$ cat src/rtl/core/frsm_pkg.sv
`timescale 1ns / 1ps
// Shared types and constants of the frame rate statistics monitor.
package frsm_pkg;

  // Field widths fixed by the interface.
  localparam int RateW  = 20;
  localparam int TickW  = 32;
  localparam int DrawW  = 32;
  localparam int AmtW   = 16;
  localparam int AddrW  = 4;
  localparam int DataW  = 32;

  // Default width of the saturating sums.
  localparam int SumWidthDef = 48;

  // Register values after reset.
  localparam logic [RateW-1:0] TickRateReset = RateW'(1000000);
  localparam logic [TickW-1:0] AvgIntervalReset = TickW'(1000000);

  // Register indexes, taken from the word address.
  typedef enum logic [1:0] {
    REG_TICK_RATE   = 2'd0,
    REG_AVG_INTERVAL = 2'd1,
    REG_EVENTS_EN   = 2'd2
  } reg_idx_e;

  // Input word commands.
  typedef enum logic [1:0] {
    MODE_FRAME = 2'd0,
    MODE_ADD   = 2'd1,
    MODE_CLEAR = 2'd2
  } mode_e;

  // Sequencer states.
  typedef enum logic [2:0] {
    ST_IDLE,
    ST_RATE,
    ST_ACCUM,
    ST_CHECK,
    ST_AVG_RATE,
    ST_AVG_TICKS,
    ST_OUT
  } state_e;

  // Operand selection for the shared divider.
  typedef enum logic [1:0] {
    DIV_SEL_RATE,
    DIV_SEL_AVG_RATE,
    DIV_SEL_AVG_TICKS
  } div_sel_e;

  // Control towards the divider.
  typedef struct packed {
    logic start;
  } div_ctrl_t;

  // Status back from the divider.
  typedef struct packed {
    logic busy;
    logic done;
  } div_stat_t;

endpackage

$ cat src/rtl/core/frame_rate_statistics_monitor.sv
`timescale 1ns / 1ps
// Top level of the frame rate statistics monitor: registers, sequencer and statistics.
//
//  Channel  Direction  Handshake               Words
//  in       input      in_valid_i / in_stall_o  mode_i, timestamp_i, draw_amount_i
//  out      output     out_valid_o / out_stall_i frame statistics, one per frame mark
//  cfg      input      APB psel/penable/pwrite  tick_rate, average_interval, events_enabled
//
// Draw commands are handled in the idle state. A frame mark takes one division
// for its rate, and two more for the averages when it closes an averaging interval;
// the serial divider gives one quotient bit per cycle over SUM_WIDTH bits.
// Reset is asynchronous, active low; all statistics restart from their reset
// values. A stalled output word is held, and the next input word is taken meanwhile.
module frame_rate_statistics_monitor #(
  parameter int SUM_WIDTH = frsm_pkg::SumWidthDef
) (
  input  logic                        clk_i,
  input  logic                        rst_ni,
  // Input channel.
  input  logic                        in_valid_i,
  output logic                        in_stall_o,
  input  logic [1:0]                  mode_i,
  input  logic [frsm_pkg::TickW-1:0]  timestamp_i,
  input  logic [frsm_pkg::AmtW-1:0]   draw_amount_i,
  // Output channel.
  output logic                        out_valid_o,
  input  logic                        out_stall_i,
  output logic [frsm_pkg::DrawW-1:0]  draw_total_o,
  output logic [frsm_pkg::TickW-1:0]  frame_ticks_o,
  output logic [frsm_pkg::TickW-1:0]  frame_ticks_avg_o,
  output logic [frsm_pkg::RateW-1:0]  rate_o,
  output logic [frsm_pkg::RateW-1:0]  rate_min_o,
  output logic [frsm_pkg::RateW-1:0]  rate_max_o,
  output logic [frsm_pkg::RateW-1:0]  rate_avg_o,
  // Configuration port.
  input  logic                        psel,
  input  logic                        penable,
  input  logic                        pwrite,
  input  logic [frsm_pkg::AddrW-1:0]  paddr,
  input  logic [frsm_pkg::DataW-1:0]  pwdata,
  output logic [frsm_pkg::DataW-1:0]  prdata,
  output logic                        pready
);
  import frsm_pkg::*;

  localparam int SumExtW = SUM_WIDTH + 1;

  // Configuration registers.
  logic [RateW-1:0] tick_rate_q;
  logic [TickW-1:0] avg_interval_q;
  logic             events_en_q;
  logic             cfg_wr;
  logic [1:0]       cfg_idx;

  // Sequencer.
  state_e state_q, state_d;
  logic   in_acc;
  logic   out_free;
  div_ctrl_t div_ctrl;
  div_stat_t div_stat;
  div_sel_e  div_sel;
  logic [SUM_WIDTH-1:0] div_dividend;
  logic [TickW-1:0]     div_divisor;
  logic [SUM_WIDTH-1:0] div_quo;

  // Statistics state.
  logic [TickW-1:0]     last_frame_q;
  logic [TickW-1:0]     last_avg_q;
  logic [DrawW-1:0]     draw_cnt_q;
  logic [RateW-1:0]     min_rate_q;
  logic [RateW-1:0]     max_rate_q;
  logic [RateW-1:0]     avg_rate_q;
  logic [SUM_WIDTH-1:0] rate_sum_q;
  logic [SUM_WIDTH-1:0] ticks_sum_q;
  logic [TickW-1:0]     sample_cnt_q;
  logic [TickW-1:0]     avg_ticks_q;

  // Per-frame working registers.
  logic [TickW-1:0] ts_q;
  logic [TickW-1:0] delta_q;
  logic [RateW-1:0] rate_q;
  logic             avg_due_q;
  logic [TickW-1:0] delta_in;
  logic [TickW-1:0] since;
  logic [SumExtW-1:0] rate_sum_ext;
  logic [SumExtW-1:0] ticks_sum_ext;

  // Output register.
  logic             out_valid_q;
  logic [DrawW-1:0] o_draw_q;
  logic [TickW-1:0] o_ticks_q;
  logic [TickW-1:0] o_ticks_avg_q;
  logic [RateW-1:0] o_rate_q;
  logic [RateW-1:0] o_min_q;
  logic [RateW-1:0] o_max_q;
  logic [RateW-1:0] o_avg_q;

  // Configuration write and read.
  assign pready  = 1'b1;
  assign cfg_idx = paddr[3:2];
  assign cfg_wr  = psel && penable && pwrite && pready;

  always_ff @(posedge clk_i or negedge rst_ni) begin
    if (!rst_ni) begin
      tick_rate_q    <= TickRateReset;
      avg_interval_q <= AvgIntervalReset;
      events_en_q    <= 1'b1;
    end else if (cfg_wr) begin
      case (cfg_idx)
        REG_TICK_RATE:    tick_rate_q    <= pwdata[RateW-1:0];
        REG_AVG_INTERVAL: avg_interval_q <= pwdata[TickW-1:0];
        REG_EVENTS_EN:    events_en_q    <= pwdata[0];
        default: ;
      endcase
    end
  end

  always_comb begin
    case (cfg_idx)
      REG_TICK_RATE:    prdata = DataW'(tick_rate_q);
      REG_AVG_INTERVAL: prdata = DataW'(avg_interval_q);
      REG_EVENTS_EN:    prdata = DataW'(events_en_q);
      default:          prdata = '0;
    endcase
  end

  // Handshake terms.
  assign in_stall_o = (state_q != ST_IDLE);
  assign in_acc     = in_valid_i && !in_stall_o;
  assign out_free   = !out_valid_q || !out_stall_i;
  assign delta_in   = timestamp_i - last_frame_q;

  // Next state.
  always_comb begin
    state_d = state_q;
    case (state_q)
      ST_IDLE: begin
        if (in_acc && (mode_i == MODE_FRAME)) state_d = ST_RATE;
      end
      ST_RATE: begin
        if (div_stat.done) state_d = ST_ACCUM;
      end
      ST_ACCUM: state_d = ST_CHECK;
      ST_CHECK: begin
        state_d = avg_due_q ? ST_AVG_RATE : ST_OUT;
      end
      ST_AVG_RATE: begin
        if (div_stat.done) state_d = ST_AVG_TICKS;
      end
      ST_AVG_TICKS: begin
        if (div_stat.done) state_d = ST_OUT;
      end
      ST_OUT: begin
        if (out_free) state_d = ST_IDLE;
      end
      default: state_d = ST_IDLE;
    endcase
  end

  // Sequencer outputs: divider start and operand choice.
  always_comb begin
    div_ctrl.start = 1'b0;
    div_sel        = DIV_SEL_RATE;
    case (state_q)
      ST_IDLE: begin
        div_ctrl.start = in_acc && (mode_i == MODE_FRAME);
      end
      ST_CHECK: begin
        div_ctrl.start = avg_due_q;
        div_sel        = DIV_SEL_AVG_RATE;
      end
      ST_AVG_RATE: begin
        div_ctrl.start = div_stat.done;
        div_sel        = DIV_SEL_AVG_TICKS;
      end
      default: ;
    endcase
  end

  // Divider operands.
  always_comb begin
    case (div_sel)
      DIV_SEL_RATE: begin
        div_dividend = SUM_WIDTH'(tick_rate_q);
        div_divisor  = delta_in;
      end
      DIV_SEL_AVG_RATE: begin
        div_dividend = rate_sum_q;
        div_divisor  = sample_cnt_q;
      end
      DIV_SEL_AVG_TICKS: begin
        div_dividend = ticks_sum_q;
        div_divisor  = sample_cnt_q;
      end
      default: begin
        div_dividend = '0;
        div_divisor  = '0;
      end
    endcase
  end

  frsm_div #(
    .SUM_WIDTH (SUM_WIDTH)
  ) u_div (
    .clk_i      (clk_i),
    .rst_ni     (rst_ni),
    .ctrl_i     (div_ctrl),
    .dividend_i (div_dividend),
    .divisor_i  (div_divisor),
    .stat_o     (div_stat),
    .quotient_o (div_quo)
  );

  // Saturating sums and interval check.
  assign rate_sum_ext  = {1'b0, rate_sum_q} + SumExtW'(rate_q);
  assign ticks_sum_ext = {1'b0, ticks_sum_q} + SumExtW'(delta_q);
  assign since         = ts_q - last_avg_q;

  always_ff @(posedge clk_i or negedge rst_ni) begin
    if (!rst_ni) begin
      state_q <= ST_IDLE;
    end else begin
      state_q <= state_d;
    end
  end

  // Statistics state.
  always_ff @(posedge clk_i or negedge rst_ni) begin
    if (!rst_ni) begin
      last_frame_q <= '0;
      last_avg_q   <= '0;
      draw_cnt_q   <= '0;
      min_rate_q   <= '1;
      max_rate_q   <= '0;
      avg_rate_q   <= '0;
      rate_sum_q   <= '0;
      ticks_sum_q  <= '0;
      sample_cnt_q <= '0;
      avg_ticks_q  <= '0;
      avg_due_q    <= 1'b0;
    end else begin
      case (state_q)
        ST_IDLE: begin
          if (in_acc) begin
            case (mode_i)
              MODE_FRAME: last_frame_q <= timestamp_i;
              MODE_ADD: begin
                if (events_en_q) draw_cnt_q <= draw_cnt_q + DrawW'(draw_amount_i);
              end
              MODE_CLEAR: draw_cnt_q <= '0;
              default: ;
            endcase
          end
        end
        ST_ACCUM: begin
          if (rate_q < min_rate_q) min_rate_q <= rate_q;
          if (rate_q > max_rate_q) max_rate_q <= rate_q;
          rate_sum_q  <= rate_sum_ext[SUM_WIDTH] ? '1 : rate_sum_ext[SUM_WIDTH-1:0];
          ticks_sum_q <= ticks_sum_ext[SUM_WIDTH] ? '1 : ticks_sum_ext[SUM_WIDTH-1:0];
          if (sample_cnt_q != '1) sample_cnt_q <= sample_cnt_q + 1'b1;
          avg_due_q <= since >= avg_interval_q;
        end
        ST_AVG_RATE: begin
          if (div_stat.done) avg_rate_q <= div_quo[RateW-1:0];
        end
        ST_AVG_TICKS: begin
          // Close the interval once both averages are formed.
          if (div_stat.done) begin
            avg_ticks_q  <= div_quo[TickW-1:0];
            last_avg_q   <= ts_q;
            rate_sum_q   <= '0;
            ticks_sum_q  <= '0;
            sample_cnt_q <= '0;
            min_rate_q   <= '1;
            max_rate_q   <= '0;
          end
        end
        default: ;
      endcase
    end
  end

  // Per-frame working registers; a zero delta gives the full tick rate.
  always_ff @(posedge clk_i) begin
    if (state_q == ST_IDLE && in_acc) begin
      ts_q    <= timestamp_i;
      delta_q <= delta_in;
    end
    if (state_q == ST_RATE && div_stat.done) begin
      rate_q <= (delta_q == '0) ? tick_rate_q : div_quo[RateW-1:0];
    end
  end

  // Output register.
  always_ff @(posedge clk_i or negedge rst_ni) begin
    if (!rst_ni) begin
      out_valid_q <= 1'b0;
    end else if (state_q == ST_OUT && out_free) begin
      out_valid_q <= 1'b1;
    end else if (!out_stall_i) begin
      out_valid_q <= 1'b0;
    end
  end

  always_ff @(posedge clk_i) begin
    if (state_q == ST_OUT && out_free) begin
      o_draw_q      <= draw_cnt_q;
      o_ticks_q     <= delta_q;
      o_ticks_avg_q <= avg_ticks_q;
      o_rate_q      <= rate_q;
      o_min_q       <= min_rate_q;
      o_max_q       <= max_rate_q;
      o_avg_q       <= avg_rate_q;
    end
  end

  assign out_valid_o       = out_valid_q;
  assign draw_total_o      = o_draw_q;
  assign frame_ticks_o     = o_ticks_q;
  assign frame_ticks_avg_o = o_ticks_avg_q;
  assign rate_o            = o_rate_q;
  assign rate_min_o        = o_min_q;
  assign rate_max_o        = o_max_q;
  assign rate_avg_o        = o_avg_q;

endmodule

$ cat src/rtl/core/frsm_div.sv
`timescale 1ns / 1ps
// Restoring serial divider, one quotient bit per cycle.
module frsm_div #(
  parameter int SUM_WIDTH = frsm_pkg::SumWidthDef
) (
  input  logic                      clk_i,
  input  logic                      rst_ni,
  input  frsm_pkg::div_ctrl_t       ctrl_i,
  input  logic [SUM_WIDTH-1:0]      dividend_i,
  input  logic [frsm_pkg::TickW-1:0] divisor_i,
  output frsm_pkg::div_stat_t       stat_o,
  output logic [SUM_WIDTH-1:0]      quotient_o
);
  import frsm_pkg::*;

  localparam int CntW = $clog2(SUM_WIDTH);
  localparam logic [CntW-1:0] LastCnt = CntW'(SUM_WIDTH - 1);

  logic                 busy_q, busy_d;
  logic                 done_q, done_d;
  logic [CntW-1:0]      cnt_q, cnt_d;
  logic [TickW-1:0]     rem_q, rem_d;
  logic [SUM_WIDTH-1:0] quo_q, quo_d;
  logic [TickW-1:0]     dsr_q, dsr_d;
  logic [TickW:0]       trial;
  logic                 fits;

  // One trial subtraction of the partial remainder.
  assign trial = {rem_q, quo_q[SUM_WIDTH-1]};
  assign fits  = trial >= {1'b0, dsr_q};

  // Iteration step and operand load.
  always_comb begin
    busy_d = busy_q;
    done_d = 1'b0;
    cnt_d  = cnt_q;
    rem_d  = rem_q;
    quo_d  = quo_q;
    dsr_d  = dsr_q;
    if (busy_q) begin
      if (fits) begin
        rem_d = TickW'(trial - {1'b0, dsr_q});
      end else begin
        rem_d = trial[TickW-1:0];
      end
      quo_d = {quo_q[SUM_WIDTH-2:0], fits};
      cnt_d = cnt_q - 1'b1;
      if (cnt_q == '0) begin
        busy_d = 1'b0;
        done_d = 1'b1;
      end
    end else if (ctrl_i.start) begin
      busy_d = 1'b1;
      cnt_d  = LastCnt;
      rem_d  = '0;
      quo_d  = dividend_i;
      dsr_d  = divisor_i;
    end
  end

  // Control flops.
  always_ff @(posedge clk_i or negedge rst_ni) begin
    if (!rst_ni) begin
      busy_q <= 1'b0;
      done_q <= 1'b0;
      cnt_q  <= '0;
    end else begin
      busy_q <= busy_d;
      done_q <= done_d;
      cnt_q  <= cnt_d;
    end
  end

  // Datapath flops.
  always_ff @(posedge clk_i) begin
    rem_q <= rem_d;
    quo_q <= quo_d;
    dsr_q <= dsr_d;
  end

  assign stat_o.busy = busy_q;
  assign stat_o.done = done_q;
  assign quotient_o  = quo_q;

endmodule

$ cat config.mk
export PLATFORM = sky130hd
export DESIGN_NAME = frame_rate_statistics_monitor
export DESIGN_NICKNAME = d
export VERILOG_FILES = /design/src/rtl/core/frsm_pkg.sv /design/src/rtl/core/frame_rate_statistics_monitor.sv /design/src/rtl/core/frsm_div.sv
export SDC_FILE = /design/constraint.sdc
export NUM_CORES = 2
export LEC_CHECK = 0
export BUFFER_PORTS_ARGS = -buffer_cell sky130_fd_sc_hd__buf_2
export CAP_MARGIN = 10
export CELL_PAD_IN_SITES_DETAIL_PLACEMENT = 1
export CELL_PAD_IN_SITES_GLOBAL_PLACEMENT = 1
export CORE_MARGIN = 2
export CORE_UTILIZATION = 49
export DETAILED_ROUTE_END_ITERATION = 6
export GPL_TIMING_DRIVEN = 0
export MAX_ROUTING_LAYER = met4
export PLACE_DENSITY_LB_ADDON = 0.05
export SETUP_SLACK_MARGIN = 0.5
export SLEW_MARGIN = 20
export SYNTH_ARGS = -nofsm -noshare
export SYNTH_HDL_FRONTEND = slang
export SYNTH_HIERARCHICAL = 1
export SYNTH_SLANG_ARGS = --single-unit
export TNS_END_PERCENT = 30
$ cat constraint.sdc
create_clock -name clk_i -period 12 [get_ports clk_i]
set_input_delay 1.2 -clock clk_i [delete_from_list [all_inputs] [get_ports clk_i]]
set_output_delay 1.2 -clock clk_i [all_outputs]
set_load 0.1 [all_outputs]
==> Word-level counts from Yosys, hierarchy flattened <==
Index checks and enable logic that the tools add are counted.
{ "word_totals": {"reg_bits": 754, "word_cells": 146, "out_inout_bits": 211} }
{ "classes": {"mux": 43, "eq_ne": 23, "reduce_logical": 35, "magnitude_cmp": 4, "add_sub_neg": 8, "bitwise": 1} }
{ "op_table": {"columns": ["op", "n"], "rows": [
  ["two-way mux 48 bit", 5],
  ["two-way mux 32 bit", 6],
  ["case mux 32 bit (2 select lines)", 3],
  ["case mux 48 bit (2 select lines)", 2],
  ["case mux 48 bit (3 select lines)", 1],
  ["two-way mux 20 bit", 5],
  ["case mux 32 bit (3 select lines)", 1],
  ["subtractor 32 bit", 3],
  ["case mux 20 bit (2 select lines)", 2],
  ["adder 48 x 20 -> 49 bit", 1],
  ["adder 48 x 32 -> 49 bit", 1],
  ["greater-or-equal comparator 33 x 32 -> 1 bit", 1],
  ["adder 32 x 1 -> 32 bit, second input constant", 1],
  ["adder 32 x 16 -> 32 bit", 1],
  ["greater-or-equal comparator 32 bit", 1],
  ["zero test 32 bit", 1],
  ["inequality test 32 bit, second input constant", 1],
  ["case mux 3 bit (7 select lines)", 1],
  ["greater-than comparator 20 bit", 1],
  ["less-than comparator 20 bit", 1],
  ["two-way mux 3 bit", 5],
  ["AND reduction 2 bit", 7],
  ["two-way mux 6 bit", 2],
  ["inequality test 2 bit, second input constant", 6],
  ["24 further kinds", 55]
]} }

==> Longest topological paths before layout <==
{ "logic_depth": {"ltp_word": 7, "ltp_mapped": 21, "depth_no_buf": 21} }

==> By module <==
Netlist, hierarchy kept.
{ "by_module_without_submodules": {"columns": ["mod", "cells_each", "area_each_um2", "instances", "seq_area_each_um2"], "rows": [
  ["frame_rate_statistics_monitor", 3107, 32971.6, 1, 17210.3],
  ["frsm_div", 554, 6598.8, 1, 3563.4]
]} }

==> Worst setup path before layout <==
Ideal clock, no wire load.
{ "synth_timing": {"path_type": "input to register", "from": "input port out_stall_i", "to": "register o_draw_q[0] (netlist: draw_total_o[0]), enable pin", "cell_stages": 1, "t_required_ps": 11230, "setup_time_ps": 770, "path_slack_ps": 1559, "t_arrival_ps": 9671, "cell_sequence": "a21oi_1"} }
{ "synth_via": {"elab_chain_len": 3} }
{ "synth_rtl": {"columns": ["item", "line_no", "text"], "rows": [
  ["from (decl)", "frame_rate_statistics_monitor.sv:27", "input logic out_stall_i,"],
  ["zero test 1 bit", null, null],
  ["logical OR 1 bit", "frame_rate_statistics_monitor.sv:130", "assign out_free = !out_valid_q || !out_stall_i;"],
  ["logical AND 1 bit", "frame_rate_statistics_monitor.sv:306", "if (state_q == ST_OUT && out_free) begin"],
  ["to (signal assigned)", "frame_rate_statistics_monitor.sv:307", "o_draw_q <= draw_cnt_q;"],
  ["to (decl)", "frame_rate_statistics_monitor.sv:90", "logic [DrawW-1:0] o_draw_q;"]
]} }
No other way between the ends.
A chain may end at the register's enable or synchronous reset.

==> Worst setup path after layout <==
{ "layout_timing": {"from": "register ts_q[0]", "to": "register avg_due_q"} }
{ "layout_via": {"elab_chain_len": 2} }
{ "layout_rtl": {"columns": ["item", "line_no", "text"], "rows": [
  ["from (decl)", "frame_rate_statistics_monitor.sv:79", "logic [TickW-1:0] ts_q;"],
  ["from (signal assigned)", "frame_rate_statistics_monitor.sv:286", "ts_q <= timestamp_i;"],
  ["subtractor 32 bit", "frame_rate_statistics_monitor.sv:217", "assign since = ts_q - last_avg_q;"],
  ["greater-or-equal comparator 32 bit", "frame_rate_statistics_monitor.sv:261", "avg_due_q <= since >= avg_interval_q;"],
  ["to (signal assigned)", "frame_rate_statistics_monitor.sv:261", null],
  ["to (decl)", "frame_rate_statistics_monitor.sv:82", "logic avg_due_q;"]
]} }
No other way between the ends.

==> reports/results.env <==
CRITICAL_PATH.STARTPOINT_TYPE='flop'
DETAIL_ROUTE.VIAS_PER_CELL=5.84
KIND_OF_CAPTURE_POINT_OF_THE_WORST_SETUP_PATH='flop'
ANTENNA_VIOLATIONS_BEFORE_REPAIR=5
HOLDBUFCOUNTCTS=0
FINAL_ANTENNA_NET_COUNT=0
WORST_SLEW_MARGIN_REL_PCT=25.2
TIMING.FINAL.HOLD_VIOLATIONS=0
CRITPATHMAXFANOUT=3
FP.COREAREA_UM2=80300
PLACE_INST=5039
CRIT_TYPE='flop to flop'
VIOLATION_COUNT_AFTER_THE_FIRST_DETAILED_ROUTE_ITERATION=1954
CTS.CLK_SLEW.WORST_PATHS_NS=0.06
CTS.REPAIR_TIMING.SETUP_BUFFER_COUNT=0
GRT_SETUP_UNREPAIRED='no'
CTS_MAX_LEVEL=3
WORST-SLEW-PIN-TRANSITION_NS=1.12
FINAL_NET_COUNT=4398
IOPINCOUNT=304
LAYOUT.CORE_UTILIZATION_PCT=57.0
GRT-OVFL-TOTAL=0
SYNTH.CELL_AREA_UM2=39600
FINAL_HPWL_DP_UM=94300
TIMING.FINAL.CRIT_SHARE_PCT=40.0
SYNTH.NET_COUNT=3994
OUTCOME='finished clean'
FIRSTDRTPASSITERS=6
FLOORPLAN.DIE.HEIGHT_UM=288
GRTUSAGETOTAL_PCT=30.9
VDD_IR_DROP_MAX_mV=0.163
MIN-DELAY-PATH-CLASS='primary input to async pin'
POST_DRT_WL_PER_CELL_UM=23.9
CORE.ROWCOUNT=104
CTS_ROOT_BUFFER='sky130_fd_sc_hd__clkbuf_16'
P_LEAK_nW=19.7
MAX_FREQ_GHz=0.208
SOURCE_TO_SINK_CLOCK_DELAY_AT_THE_LATER_PIN_OF_THE_WORST_SKEW_PAIR_NS=0.66
REQUIRED_TIME_OF_THE_CRITICAL_PATH_NS=12.52
CTSRESIZECOUNT=0
CP.ARRIVAL_NS=5.32
NUM-FILL-CELLS=8720
FIRST_PASS_GRT_WIRE_LENGTH_UM=190000
IO_BUFFERS=298
SLEW_VIOLATIONS=0
LAYOUT_MIN_CYCLE_TIME_NS=4.80
CTS_BUFFER_DEPTH=3
CLOCK_SKEW_NS=0.0294
ROUTE.FINAL.WIRE_LENGTH_UM=124000
DIE_FOOTPRINT_UM2=83000
CTS_BUFFERS=83
CTS_SINKS=754
LAYOUTNONFILLERINSTCOUNT=5198
POWER_DENSITY_OF_THE_PLACED_CELLS_nW_PER_UM2=237
LAYOUT_SETUP_WS_NS=7.20
VIA_COUNT=30400
POST_SYNTH_INST_COUNT=3660
POST-PLACE-WS_NS=7.09
TRITONCTS='built'
MAXIMUM_NUMBER_OF_PINS_ON_ONE_NET_BEFORE_GLOBAL_ROUTE_REPAIR=86
FIRST_GLOBAL_VIAS=31600
P_TOTAL_W=0.0108
SETUP_VIOL=0
MAX_CAPACITANCE_VIOLATION_TOTAL=0
YOSYS_WARNS=6
GP_CONGESTION=0.920
DRIVE_GT1_SHARE_PCT=17.1
INITIAL_CORE_UTILIZATION_PCT=49.3
DIEWIDTH_UM=288
SYN_AVG_CELL_AREA_UM2=10.8
AREA_DELTA_SYNTH_FINAL_PCT=15.7
DRC_ERRORS=0
final cells by class:
| cell class | count | area [um2] | area share [%] |
|---|---|---|---|
| Sequential cell | 754 | 20800 | 45.4 |
| Multi-Input combinational cell | 2540 | 17400 | 38.0 |
| Clock buffer | 113 | 2330 | 5.10 |
| Timing Repair Buffer | 319 | 1980 | 4.33 |
| Tap cell | 1060 | 1330 | 2.90 |
| Inverter | 235 | 887 | 1.94 |
| Clock inverter | 42 | 536 | 1.17 |
| Buffer | 131 | 528 | 1.15 |
| Antenna cell | 4 | 10.0 | 0.0219 |
critical path, stage by stage (launching register included):
cell and delay [ns]:
sky130_fd_sc_hd__edfxtp_1 0.36, sky130_fd_sc_hd__inv_1 0.08, sky130_fd_sc_hd__ha_1 0.17, sky130_fd_sc_hd__inv_1 0.06
sky130_fd_sc_hd__fa_1 0.40, sky130_fd_sc_hd__a21o_1 0.19, sky130_fd_sc_hd__a211o_1 0.32, sky130_fd_sc_hd__a2111oi_0 0.57
sky130_fd_sc_hd__nor3_1 0.18, sky130_fd_sc_hd__nor2_1 0.24, sky130_fd_sc_hd__o31ai_1 0.14, sky130_fd_sc_hd__and2_1 0.20
sky130_fd_sc_hd__a21oi_1 0.21, sky130_fd_sc_hd__xnor2_1 0.20, sky130_fd_sc_hd__ha_1 0.30, sky130_fd_sc_hd__a21o_1 0.17
sky130_fd_sc_hd__a2111oi_0 0.33, sky130_fd_sc_hd__o21ai_0 0.15, sky130_fd_sc_hd__a31oi_1 0.27, sky130_fd_sc_hd__o21ai_0 0.13
per-layer routing:
metal | routed length (um) | GRT usage, % | share of wire, %
met5 | 0 | - | 0
met4 | 4490 | 10.3 | 3.6
met3 | 5140 | 3.14 | 4.1
met2 | 61500 | 51.8 | 50
met1 | 52900 | 39.2 | 43
final timing paths:
path | slack (ns) | startpoint | to | cells after the start
worst max-delay path | 7.20 | ts_q[0] | avg_due_q | 19
max in group asynchronous | 10.26 | rst_ni | last_frame_q[5] | 3
min in group clk_i | 0.44 | avg_rate_q[12] | rate_avg_o[12] | 0
worst min register to register | 0.44 | avg_rate_q[12] | rate_avg_o[12] | 0
worst max register to register | 7.20 | ts_q[0] | avg_due_q | 19
worst min-delay path | 0.43 | rst_ni | draw_cnt_q[9] | 1
per-stage QoR:
step | setup TNS, ns | hold WS (ns) | instance area, um2
final | 0 | 0.433 | 45800
after global routing | 0 | 0.449 | 45800
after CTS | 0 | 0.429 | 45800
after detailed placement | 0 | 0.433 | 42900
after global placement | -502.33 | 0.427 | 42400
after floorplan | 0 | 0.421 | 39600
sequential cells by signal (all words and copies together) (netlist names), 32 cells and up:
name               flops
rate_sum_q            48
frame_ticks_avg_o     32
ticks_sum_q           48
frame_ticks_o         32
delta_q               32
u_div/quotient_o      48
last_avg_q            32
avg_interval_q        32
last_frame_q          32
sample_cnt_q          32
ts_q                  32
u_div/dsr_q           32
draw_cnt_q            32
avg_ticks_q           32
u_div/rem_q           32
draw_total_o          32
cells in the final DEF, fill, tap and decap left out, types with 9 or more instances in the layout:
cell type,count
sky130_fd_sc_hd__nand2_1,411
sky130_fd_sc_hd__edfxtp_1,372
sky130_fd_sc_hd__dfrtp_1,347
sky130_fd_sc_hd__buf_2,306
sky130_fd_sc_hd__ha_1,235
sky130_fd_sc_hd__inv_1,233
sky130_fd_sc_hd__a21oi_1,231
sky130_fd_sc_hd__nor2_1,228
sky130_fd_sc_hd__o21ai_0,227
sky130_fd_sc_hd__mux2_2,142
sky130_fd_sc_hd__clkbuf_1,128
sky130_fd_sc_hd__xnor2_1,104
sky130_fd_sc_hd__a21o_1,98
sky130_fd_sc_hd__clkbuf_16,86
sky130_fd_sc_hd__nand3_1,76
sky130_fd_sc_hd__a31oi_1,63
sky130_fd_sc_hd__mux2i_1,61
sky130_fd_sc_hd__xor2_1,61
sky130_fd_sc_hd__nor3_1,47
sky130_fd_sc_hd__and3_1,45
sky130_fd_sc_hd__nand4_1,43
sky130_fd_sc_hd__a22o_1,42
sky130_fd_sc_hd__and2_1,38
sky130_fd_sc_hd__dfstp_2,35
sky130_fd_sc_hd__o21a_1,33
sky130_fd_sc_hd__a211oi_1,30
sky130_fd_sc_hd__or3_1,27
sky130_fd_sc_hd__nand2b_1,26
sky130_fd_sc_hd__a22oi_1,24
sky130_fd_sc_hd__nor2b_1,17
sky130_fd_sc_hd__o21bai_1,15
sky130_fd_sc_hd__and4_1,14
sky130_fd_sc_hd__buf_16,14
sky130_fd_sc_hd__nor4_1,13
sky130_fd_sc_hd__clkinv_2,13
sky130_fd_sc_hd__o31ai_1,12
sky130_fd_sc_hd__a311oi_1,11
sky130_fd_sc_hd__o211ai_1,9
sky130_fd_sc_hd__o31a_1,9
sky130_fd_sc_hd__o21ai_1,9
power breakdown:
group / internal (W) / switching, W
combinational: 0.00169 / 0.00252
sequential: 0.00349 / 0.000477
clock: 0.00152 / 0.00114
No activity file was read; power rests on OpenSTA's default activity.
